### src/design/asap_pkg.sv
// asap_pkg: shared types, character codes and the colour table of the ANSI SGR
// attribute parser. Depends on nothing; used by ansi_sgr_attribute_parser.
package asap_pkg;

	// Character codes
	localparam logic [7:0] CH_ESC      = 8'd27;
	localparam logic [7:0] CH_LBRACKET = 8'd91;
	localparam logic [7:0] CH_SEMI     = 8'd59;
	localparam logic [7:0] CH_M        = 8'd109;
	localparam logic [7:0] CH_ZERO     = 8'd48;
	localparam logic [7:0] CH_NINE     = 8'd57;
	localparam logic [7:0] CH_THREE    = 8'd51;
	localparam logic [7:0] CH_FOUR     = 8'd52;
	localparam logic [7:0] CH_FIVE     = 8'd53;
	localparam logic [7:0] CH_SEVEN    = 8'd55;
	localparam logic [7:0] PRINT_LOW   = 8'd32;
	localparam logic [7:0] PRINT_END   = 8'd127;

	// Colour indices
	localparam logic [2:0] COLOR_WHITE = 3'd5;
	localparam logic [2:0] COLOR_GREY  = 3'd6;
	localparam logic [2:0] COLOR_CYAN  = 3'd7;

	// Underline styles
	localparam logic [1:0] UL_CYAN = 2'd0;
	localparam logic [1:0] UL_GREY = 2'd1;

	// Register indexes
	typedef enum logic {
		REG_DEFAULT_COLOR   = 1'b0,
		REG_UNDERLINE_STYLE = 1'b1
	} reg_idx_t;

	// SGR 30..37 to block colour index
	function automatic logic [2:0] fg_colour_lut(input logic [2:0] code);
		logic [2:0] res;
		unique case (code)
			3'd0: res = 3'd6;
			3'd1: res = 3'd1;
			3'd2: res = 3'd2;
			3'd3: res = 3'd0;
			3'd4: res = 3'd3;
			3'd5: res = 3'd4;
			3'd6: res = 3'd7;
			3'd7: res = 3'd5;
			default: res = 3'd5;
		endcase
		return res;
	endfunction

	// Result item fields
	typedef struct packed {
		logic [2:0] underline_color;
		logic       underline_on;
		logic       blink_on;
		logic [2:0] color_index;
		logic [6:0] glyph_index;
	} glyph_t;

endpackage

### src/design/ansi_sgr_attribute_parser.sv
// ansi_sgr_attribute_parser: byte-stream SGR escape parser giving glyph items
// with colour, blink and underline attributes. Depends on asap_pkg.
//
// Channel  | Dir | Signals                          | Item
// s        | in  | s_tvalid s_tready s_tdata s_tuser | text byte, string start flag
// m        | out | m_tvalid m_tready m_tdata          | glyph with attributes
// apb      | in  | psel penable pwrite paddr pwdata   | default_color, underline_style
//
// One byte is accepted per cycle unless m stalls. A byte is held in the input
// register, decoded against the parser state, and its glyph (if any) is then
// registered in the output register, which drives m_tvalid.
// Parser state and attributes update when the byte leaves the input register.
// A stall on m holds the byte in the input register; a new byte is still taken
// as long as the output register is free or being emptied.
// arst_n clears parser state, attributes, valid flags, config regs at once.
module ansi_sgr_attribute_parser (
	input  logic        clk,
	input  logic        arst_n,
	// Input stream
	input  logic        s_tvalid,
	output logic        s_tready,
	input  logic [7:0]  s_tdata,   // [7:0] text_byte
	input  logic        s_tuser,   // [0] string_start
	// Output stream
	output logic        m_tvalid,
	input  logic        m_tready,
	output logic [15:0] m_tdata,   // [6:0] glyph_index, [9:7] color_index,
	                               // [10] blink_on, [11] underline_on,
	                               // [14:12] underline_color, [15] zero
	// Configuration
	input  logic        psel,
	input  logic        penable,
	input  logic        pwrite,
	input  logic [2:0]  paddr,
	input  logic [31:0] pwdata,
	output logic [31:0] prdata,
	output logic        pready
);

	typedef enum logic [1:0] {
		PH_IDLE = 2'd0,
		PH_ESC  = 2'd1,
		PH_SEQ  = 2'd2
	} phase_t;

	// Configuration registers
	logic [2:0] default_color_q;
	logic [1:0] underline_style_q;

	// Input register
	logic       valid_s1;
	logic [7:0] byte_s1;
	logic       start_s1;

	// Parser state
	phase_t     phase_q;
	logic       blink_q, ul_q;
	logic [2:0] color_q;
	logic       pblink_q, pul_q, pcv_q;
	logic [2:0] pcolor_q;
	logic [1:0] dcount_q;
	logic [7:0] d1_q, d2_q;

	// Output register
	logic             out_valid_q;
	asap_pkg::glyph_t out_q;

	logic advance;
	logic cfg_wr;

	// Next state
	phase_t     phase_n;
	logic       blink_n, ul_n;
	logic [2:0] color_n;
	logic       pblink_n, pul_n, pcv_n;
	logic [2:0] pcolor_n;
	logic [1:0] dcount_n;
	logic [7:0] d1_n, d2_n;
	logic       emit;
	asap_pkg::glyph_t glyph;

	// Judged code
	logic       j_pblink, j_pul, j_pcv;
	logic [2:0] j_pcolor;

	// Effective state after string start
	phase_t     ph_e;
	logic       blink_e, ul_e;
	logic [2:0] color_e;

	assign pready   = 1'b1;
	assign cfg_wr   = psel && penable && pwrite;
	assign advance  = valid_s1 && (!out_valid_q || m_tready);
	assign s_tready = !valid_s1 || advance;
	assign m_tvalid = out_valid_q;
	assign m_tdata  = {1'b0, out_q};

	always_comb begin
		unique case (asap_pkg::reg_idx_t'(paddr[2]))
			asap_pkg::REG_DEFAULT_COLOR:   prdata = {29'd0, default_color_q};
			asap_pkg::REG_UNDERLINE_STYLE: prdata = {30'd0, underline_style_q};
			default:                       prdata = 32'd0;
		endcase
	end

	always_ff @(posedge clk or negedge arst_n) begin
		if (!arst_n) begin
			default_color_q   <= asap_pkg::COLOR_WHITE;
			underline_style_q <= 2'd0;
		end else if (cfg_wr) begin
			unique case (asap_pkg::reg_idx_t'(paddr[2]))
				asap_pkg::REG_DEFAULT_COLOR:   default_color_q   <= pwdata[2:0];
				asap_pkg::REG_UNDERLINE_STYLE: underline_style_q <= pwdata[1:0];
				default: ;
			endcase
		end
	end

	// Judge the code gathered so far, as at ';' or 'm'
	always_comb begin
		j_pblink = pblink_q;
		j_pul    = pul_q;
		j_pcv    = pcv_q;
		j_pcolor = pcolor_q;
		if (dcount_q == 2'd1) begin
			if (d1_q == asap_pkg::CH_ZERO) begin
				j_pblink = 1'b0;
				j_pul    = 1'b0;
				j_pcolor = default_color_q;
				j_pcv    = 1'b1;
			end else if (d1_q == asap_pkg::CH_FOUR) begin
				j_pul = 1'b1;
			end else if (d1_q == asap_pkg::CH_FIVE) begin
				j_pblink = 1'b1;
			end
		end else if (dcount_q == 2'd2 && d1_q == asap_pkg::CH_THREE &&
		             d2_q >= asap_pkg::CH_ZERO && d2_q <= asap_pkg::CH_SEVEN) begin
			j_pcolor = asap_pkg::fg_colour_lut(d2_q[2:0]);
			j_pcv    = 1'b1;
		end
	end

	always_comb begin
		ph_e    = start_s1 ? PH_IDLE : phase_q;
		blink_e = start_s1 ? 1'b0 : blink_q;
		ul_e    = start_s1 ? 1'b0 : ul_q;
		color_e = start_s1 ? asap_pkg::COLOR_WHITE : color_q;

		phase_n  = ph_e;
		blink_n  = blink_e;
		ul_n     = ul_e;
		color_n  = color_e;
		pblink_n = pblink_q;
		pul_n    = pul_q;
		pcv_n    = pcv_q;
		pcolor_n = pcolor_q;
		dcount_n = dcount_q;
		d1_n     = d1_q;
		d2_n     = d2_q;
		emit     = 1'b0;

		glyph.glyph_index = 7'(byte_s1 - asap_pkg::PRINT_LOW);
		glyph.color_index = color_e;
		glyph.blink_on    = blink_e;
		glyph.underline_on = ul_e;
		if (!ul_e)
			glyph.underline_color = 3'd0;
		else if (underline_style_q == asap_pkg::UL_CYAN)
			glyph.underline_color = asap_pkg::COLOR_CYAN;
		else if (underline_style_q == asap_pkg::UL_GREY)
			glyph.underline_color = asap_pkg::COLOR_GREY;
		else
			glyph.underline_color = color_e;

		unique case (ph_e)
			PH_ESC: begin
				if (byte_s1 == asap_pkg::CH_LBRACKET) begin
					// Sequence opens: pending starts from current attributes
					phase_n  = PH_SEQ;
					pblink_n = blink_e;
					pul_n    = ul_e;
					pcv_n    = 1'b0;
					pcolor_n = 3'd0;
					dcount_n = 2'd0;
					d1_n     = 8'd0;
					d2_n     = 8'd0;
				end else begin
					phase_n = PH_IDLE;
				end
			end
			PH_SEQ: begin
				if (byte_s1 >= asap_pkg::CH_ZERO && byte_s1 <= asap_pkg::CH_NINE) begin
					if (dcount_q == 2'd0)
						d1_n = byte_s1;
					else if (dcount_q == 2'd1)
						d2_n = byte_s1;
					if (dcount_q != 2'd3)
						dcount_n = dcount_q + 2'd1;
				end else if (byte_s1 == asap_pkg::CH_SEMI ||
				             byte_s1 == asap_pkg::CH_M) begin
					pblink_n = j_pblink;
					pul_n    = j_pul;
					pcv_n    = j_pcv;
					pcolor_n = j_pcolor;
					dcount_n = 2'd0;
					d1_n     = 8'd0;
					d2_n     = 8'd0;
					if (byte_s1 == asap_pkg::CH_M) begin
						blink_n = j_pblink;
						ul_n    = j_pul;
						if (j_pcv)
							color_n = j_pcolor;
						phase_n = PH_IDLE;
					end
				end else begin
					// Abandoned sequence, byte swallowed
					dcount_n = 2'd0;
					d1_n     = 8'd0;
					d2_n     = 8'd0;
					phase_n  = PH_IDLE;
				end
			end
			default: begin
				if (byte_s1 == asap_pkg::CH_ESC)
					phase_n = PH_ESC;
				else if (byte_s1 >= asap_pkg::PRINT_LOW && byte_s1 < asap_pkg::PRINT_END)
					emit = 1'b1;
			end
		endcase
	end

	// Input register
	always_ff @(posedge clk or negedge arst_n) begin
		if (!arst_n) begin
			valid_s1 <= 1'b0;
		end else if (s_tready) begin
			valid_s1 <= s_tvalid;
		end
	end

	always_ff @(posedge clk) begin
		if (s_tready && s_tvalid) begin
			byte_s1  <= s_tdata;
			start_s1 <= s_tuser;
		end
	end

	// Parser state
	always_ff @(posedge clk or negedge arst_n) begin
		if (!arst_n) begin
			phase_q  <= PH_IDLE;
			blink_q  <= 1'b0;
			ul_q     <= 1'b0;
			color_q  <= asap_pkg::COLOR_WHITE;
			pblink_q <= 1'b0;
			pul_q    <= 1'b0;
			pcv_q    <= 1'b0;
			pcolor_q <= 3'd0;
			dcount_q <= 2'd0;
			d1_q     <= 8'd0;
			d2_q     <= 8'd0;
		end else if (advance) begin
			phase_q  <= phase_n;
			blink_q  <= blink_n;
			ul_q     <= ul_n;
			color_q  <= color_n;
			pblink_q <= pblink_n;
			pul_q    <= pul_n;
			pcv_q    <= pcv_n;
			pcolor_q <= pcolor_n;
			dcount_q <= dcount_n;
			d1_q     <= d1_n;
			d2_q     <= d2_n;
		end
	end

	// Output register
	always_ff @(posedge clk or negedge arst_n) begin
		if (!arst_n) begin
			out_valid_q <= 1'b0;
		end else if (advance) begin
			out_valid_q <= emit;
		end else if (m_tready) begin
			out_valid_q <= 1'b0;
		end
	end

	always_ff @(posedge clk) begin
		if (advance && emit) begin
			out_q <= glyph;
		end
	end

`ifndef SYNTHESIS
	a_ul_color_zero: assert property (@(posedge clk) disable iff (!arst_n)
		(m_tvalid && !m_tdata[11]) |-> (m_tdata[14:12] == 3'd0))
		else $error("underline colour set without underline");

	a_glyph_range: assert property (@(posedge clk) disable iff (!arst_n)
		m_tvalid |-> (m_tdata[6:0] <= 7'd94))
		else $error("glyph index out of printable range");

	a_s1_held: assert property (@(posedge clk) disable iff (!arst_n)
		(valid_s1 && !advance) |=> (valid_s1 && $stable(byte_s1)))
		else $error("stalled input byte lost");
`endif

endmodule
### config.mk
export PLATFORM = sky130hd
export DESIGN_NAME = ansi_sgr_attribute_parser
export DESIGN_NICKNAME = d
export VERILOG_FILES = /design/src/design/asap_pkg.sv /design/src/design/ansi_sgr_attribute_parser.sv
export SDC_FILE = /design/constraint.sdc
export NUM_CORES = 1
export LEC_CHECK = 0
export BUFFER_PORTS_ARGS = -buffer_cell sky130_fd_sc_hd__buf_2
export CORE_MARGIN = 1
export CORE_UTILIZATION = 46
export CTS_CLUSTER_DIAMETER = 30
export DETAILED_ROUTE_END_ITERATION = 10
export PLACE_DENSITY_LB_ADDON = 0.05
export SYNTH_ARGS = -nofsm -noshare
export SYNTH_HDL_FRONTEND = slang
export SYNTH_SLANG_ARGS = --single-unit
### constraint.sdc
create_clock -name clk -period 2.5 [get_ports clk]
set_input_delay 0.5 -clock clk [delete_from_list [all_inputs] [get_ports clk]]
set_output_delay 0.5 -clock clk [all_outputs]
set_load 0.02 [all_outputs]
After elaboration in Yosys (flattened, before gate mapping)
Memory sizes are Yosys's and may differ from the RTL's.
Cells that the tools add are included.
- memories: 1
- output and inout bits: 51
- word-level logic and storage cells: 151
- input bits: 51
- register bits after elaboration: 62
- bits in read-only memories: 24
- bitwise gates (word level): 1
- add/sub/neg operators: 2
- equal/unequal tests: 21
- magnitude comparators: 6
- mux-type cells: 72
- reductions and logical operators: 26
- memories (name ; words ; width ; rd ports ; clocked after Yosys merged registers in ; write ports ; line ; source):
    (no name shown) ; 8 ; 3 ; 1 ; 0 ; 0 ; asap_pkg.sv:37 ; unique case (code)
- operator list (operator ; count):
    one-hot mux 32 bit (2 select lines) ; 1
    two-way mux 8 bit ; 6
    two-way mux 3 bit ; 14
    == test 8 x 6 -> 1 bit, second input constant ; 5
    two-way mux 1 bit ; 34
    one-hot mux 8 bit (2 select lines) ; 2
    >= comparator 8 x 6 -> 1 bit, second input constant ; 3
    two-way mux 2 bit ; 9
    == test 8 x 7 -> 1 bit, second input constant ; 2
    <= comparator 8 x 6 -> 1 bit, second input constant ; 2
    != test 3 bit, second input constant ; 4
    logical AND 1 bit ; 10
    AND reduction 5 bit ; 2
    == test 8 x 5 -> 1 bit, second input constant ; 1
    < comparator 8 x 7 -> 1 bit, second input constant ; 1
    != test 2 bit, second input constant ; 4
    one-hot mux 2 bit (2 select lines) ; 2
    AND reduction 4 bit ; 2
    subtractor 7 x 6 -> 7 bit, second input constant ; 1
    == test 2 x 1 -> 1 bit, second input constant ; 3
    one-hot mux 1 bit (2 select lines) ; 3
    one-hot mux 3 bit (2 select lines) ; 1
    == test 2 bit, second input constant ; 2
    zero test 2 bit ; 2
    7 further kinds ; 12

Depth between registers and ports, before layout
- depth in word-level cells: 11
- depth in mapped cells: 10
- mapped depth without buffers: 9

Least setup slack after synthesis
No wires, ideal clock.
- path type: flip-flop to flip-flop
- start point: register start_s1
- end point: register out_q, in the netlist m_tdata[0] (enable)
- setup time: 407 ps
- clock period less this slack: 2584 ps
- required time: 2093 ps
- cell stages (with the launch flop): 6
- path buffers: 0
- setup slack: -84 ps
- data arrival time: 2177 ps
- cells stage by stage: edfxtp_1 inv_2 nand2_1 ha_1 nand3_1 nor3_1
- word-level cells in the longest chain between the ends: 5
- elaborated cells between the ends (all ways): 6
- classes of those cells: eq/ne (2); mux (2); reduce/logical (2)
- RTL lines (what ; line ; source):
    start: declaration ; ansi_sgr_attribute_parser.sv:53 ; logic start_s1;
    start signal: assignment ; ansi_sgr_attribute_parser.sv:244 ; start_s1 <= s_tuser;
    two-way mux 2 bit (*) ; ansi_sgr_attribute_parser.sv:144 ; ph_e = start_s1 ? PH_IDLE : phase_q;
    == test 2 bit or == test 2 x 1 -> 1 bit (tied branches) ; ansi_sgr_attribute_parser.sv:175 ; unique case (ph_e)
    OR reduction 2 bit (no line) (*) ; - ;
    two-way mux 1 bit (*) ; ansi_sgr_attribute_parser.sv:175 ;
    logical AND 1 bit (*) ; ansi_sgr_attribute_parser.sv:289 ; if (advance && emit) begin
    end signal: assignment ; ansi_sgr_attribute_parser.sv:290 ; out_q <= glyph;
    end: declaration ; ansi_sgr_attribute_parser.sv:66 ; asap_pkg::glyph_t out_q;
Mark *: on every way between the ends. The rest lies on a longest branch, timed or not.
A chain may end at the register's enable or synchronous reset.

Worst setup path after layout
- start point: register start_s1
- end point: register color_q[1]
- word-level cells in the longest chain between the ends: 6
- elaborated cells between the ends (all ways): 8
- classes of those cells: eq/ne (1); mux (7)
- RTL lines (what ; line ; source):
    two-way mux 3 bit ; ansi_sgr_attribute_parser.sv:147 ; color_e = start_s1 ? asap_pkg::COLOR_WHITE : color_q;
    two-way mux 3 bit ; ansi_sgr_attribute_parser.sv:211 ; if (j_pcv)
    two-way mux 3 bit ; ansi_sgr_attribute_parser.sv:208 ; if (byte_s1 == asap_pkg::CH_M) begin
    two-way mux 3 bit ; ansi_sgr_attribute_parser.sv:199 ; end else if (byte_s1 == asap_pkg::CH_SEMI ||
    two-way mux 3 bit ; ansi_sgr_attribute_parser.sv:192 ; if (byte_s1 >= asap_pkg::CH_ZERO && byte_s1 <= asap_pkg::CH_NINE) begin
    two-way mux 3 bit (*) ; ansi_sgr_attribute_parser.sv:175 ;
    end signal: assignment ; ansi_sgr_attribute_parser.sv:254 ; color_q <= asap_pkg::COLOR_WHITE;
    end signal: assignment ; ansi_sgr_attribute_parser.sv:266 ; color_q <= color_n;
    end: declaration ; ansi_sgr_attribute_parser.sv:58 ; logic [2:0] color_q;
Marked as above.

==> reports/qor.txt <==
Diode count: 0
Cell count after synthesis: 269
CTS Hold Bufs: 0
GRT Overall Usage: 17.9%
Setup TNS: 0 ns
CP top delay family: simple AND/OR/NAND/NOR gates
Power, Total: 2.38 mW
Total core area: 6460 um^2
Final hold violations: 0
CTS sink cnt: 62
RSZ-0062 raised after global routing: false
Final antenna-violating net count: 0
Area growth from synthesis to layout: 13.5%
Required time worst endpoint: 2.72 ns
Via count: 2049
DRC viols: 0
Initial antenna violation count: 0
Slew @ Worst Pin: 0.880 ns
Cell mode on critical path: inv_2
Setup CP Type: register to register
Max Fclk: 0.452 GHz
Setup crit end kind: register
I/O pin count: 102
Peak VDD IR: 0.333 mV
Top cell type's share of synthesized area: 27.1%
Synth cell types: 58
Layout cells sized above 1: 26.3%
Die Area: 7170 um^2
Max Cap Viol: 0
Ranking of synthesized cells by area: dfrtp_1 27%, edfxtp_1 23%, buf_4 7.4%, dfstp_2 3.3%, a22o_1 3.3%
Vias per std cell: 5.12
Area leader, netlist: dfrtp_1
# port buffers: 39
Post-Syn Area: 3140 um^2
Clock Pin Slew Worst Setup and Hold Paths: 0.07 ns
First-pass GRT wire length: 9720 um
DR pass1 iterations: 6
CP max stage delay: 0.40 ns
Crit share post-route: 88.6%
Seq/Total Area, Yosys: 53.3%
Setup bufs post-CTS: 0
Post-synth EDFFs: 24
Synth Register Bits: 62
Clock root buffer: clkbuf_8
Fill cells: 569
Final wirelength: 5770 um
CTS tree: done
Startpoint Class: register
Most frequent cells after synthesis: 34 x dfrtp_1, 31 x buf_4, 24 x edfxtp_1
CTS Buf Count: 9
Hold WC Path Type: input port to asynchronous set/reset pin
Final cell count without fillers: 400
Sequential power share: 48.2%
Int Power: 1.83 mW
DR WL/cell: 14.4 um
Htree depth: 3
Clock network power share: 43.4%
PwrDens: 668 nW/um^2
Top_reg_cell synth: dfrtp_1
Layout Nets: 375
Most frequent cell after synthesis: dfrtp_1
Slew HR: 41.3%
CTS max path bufs: 2
Worst path bufs/invs: 2
Clock skew: 0.00896 ns
Leak pwr: 1.56 nW
Sw Pwr: 0.547 mW
CP arrival: 2.43 ns
Status: finished, final reports clean
Syn Area/Cell: 11.7 um^2
Total grt overflow: 0
Standard-cell rows: 29
# setup viols final: 0
Post-Place Cells: 384
Gate power share: 8.5%
Largest net degree at the start of global routing: 39
Ys Warns: 0
Pins Over Slew Limit: 0
Final min period: 2.21 ns
Final HPWL DP: 4120 um
# resized after CTS: 0
Critical Path, Cell by Cell: inv_2 -> nand2_1 -> inv_2 -> ha_1 -> nand3_1 -> or2_1 -> a21oi_2 -> mux2_2
CP max-delay cell: edfxtp_1
Die X: 84.7 um
Die H: 84.7 um
Skew-Pair Late Insertion Delay: 0.34 ns
GP Congestion: 0.845
Sw Ratio: 23.0%
Crit Path Max Fanout: 9
Number of global-route vias before repair: 1996
Initial Utilization: 48.7%
Share of flip-flops with an asynchronous set or reset: 61.3%
1st-iter DRT viols: 149
-- sequential cells by signal (all words and copies together) (netlist names) --
name / count
blink_q: 1
byte_s1: 8
color_q: 3
d1_q: 8
d2_q: 8
dcount_q: 2
default_color_q: 3
m_tdata: 15
m_tvalid: 1
pblink_q: 1
pcolor_q: 3
pcv_q: 1
phase_q: 2
pul_q: 1
start_s1: 1
ul_q: 1
underline_style_q: 2
valid_s1: 1
-- final timing paths --
path	depth (start not counted)	endpoint	slack, ns	start
max	8	color_q[1]	0.29	start_s1
min	1	m_tvalid	0.28	arst_n
max reg2reg	8	color_q[1]	0.29	start_s1
min reg2reg	2	pcolor_q[2]	0.48	pcolor_q[2]
max in group asynchronous	1	d1_q[4]	1.66	arst_n
min in group clk	1	byte_s1[6]	0.33	s_tdata[6]
-- worst register-to-register path: cells and delay by family (launching register included) --
kind	cells	cell delay (ns)
AND/OR/NAND/NOR	3	0.53
flip-flops	1	0.40
adder cells (fa/ha/maj)	1	0.39
multiplexers	1	0.37
AO/OA/AOI/OAI	1	0.22
buffers and inverters	2	0.20
-- cells in the final DEF (no fill, tap or decap), drive strengths merged, types with 5 or more instances in the layout --
| cell type | count |
|---|---|
| dfrtp | 34 |
| nand2 | 19 |
| nand3 | 5 |
| clkbuf | 12 |
| ha | 6 |
| edfxtp | 24 |
| a22o | 12 |
| buf | 42 |
| nor3 | 5 |
| mux2 | 9 |
| a21oi | 15 |
| inv | 15 |
| o21ai | 10 |
| conb | 31 |
| nor2 | 11 |
| nor2b | 5 |
| nand2b | 5 |
| and2 | 7 |
-- final cells by class --
class                   count  area, um^2  area share (%)
well taps                  77        96.3            2.70
multi-input cells         188        1290            36.2
repair buffers             42         218            6.10
clock buffers              12         135            3.79
inverters                  15        56.3            1.58
clock inverters             4        95.1            2.67
flip-flops and latches     62        1680            47.0
-- power groups by stage --
stage,clock network [mW],logic [mW],registers [mW]
after global routing,1.10,0.221,1.15
after floorplan,0,0.158,1.17
after detailed placement,0,0.204,1.17
after CTS,1.05,0.204,1.15
final,1.03,0.202,1.15
after global placement,0,0.202,1.17
-- cells by family (layout without fill, tap and decap cells) --
kind of cell               count (synthesis)  count (layout)  share of synthesized area (%)
AOI/OAI and AO/OA                         58              58                           13.5
xor gates and xnor gates                   3               3                          0.836
adders and majority gates                  6               6                           2.39
buffers and inverters                     48              73                           9.43
DFF                                       62              62                           53.3
muxes                                     13              13                           4.50
other                                      2              31                          0.239
and+or+nand+nor                           77              77                           15.7
-- metal layers --
metal,GRT usage (%),part of all wire [%],vias up
li1,-,-,1009
met1,24.3,50,985
met2,27.6,45,45
met3,3.44,3.2,10
met4,9.24,2.0,0
met5,0,0,-
-- per-stage QoR --
stage / setup slack [ns] / area (um^2) / utilization [%] / hold slack, ns
floorplan: 0.366 / 3260 / - / 0.204
global placement: 0.244 / 3330 / 51.6 / 0.465
detailed placement: 0.246 / 3330 / 51.6 / 0.472
CTS: 0.220 / 3560 / 55.1 / 0.305
global route: 0.145 / 3570 / 55.2 / 0.319
finish: 0.286 / 3570 / 55.2 / 0.281
(Power assumes the default switching activity.)
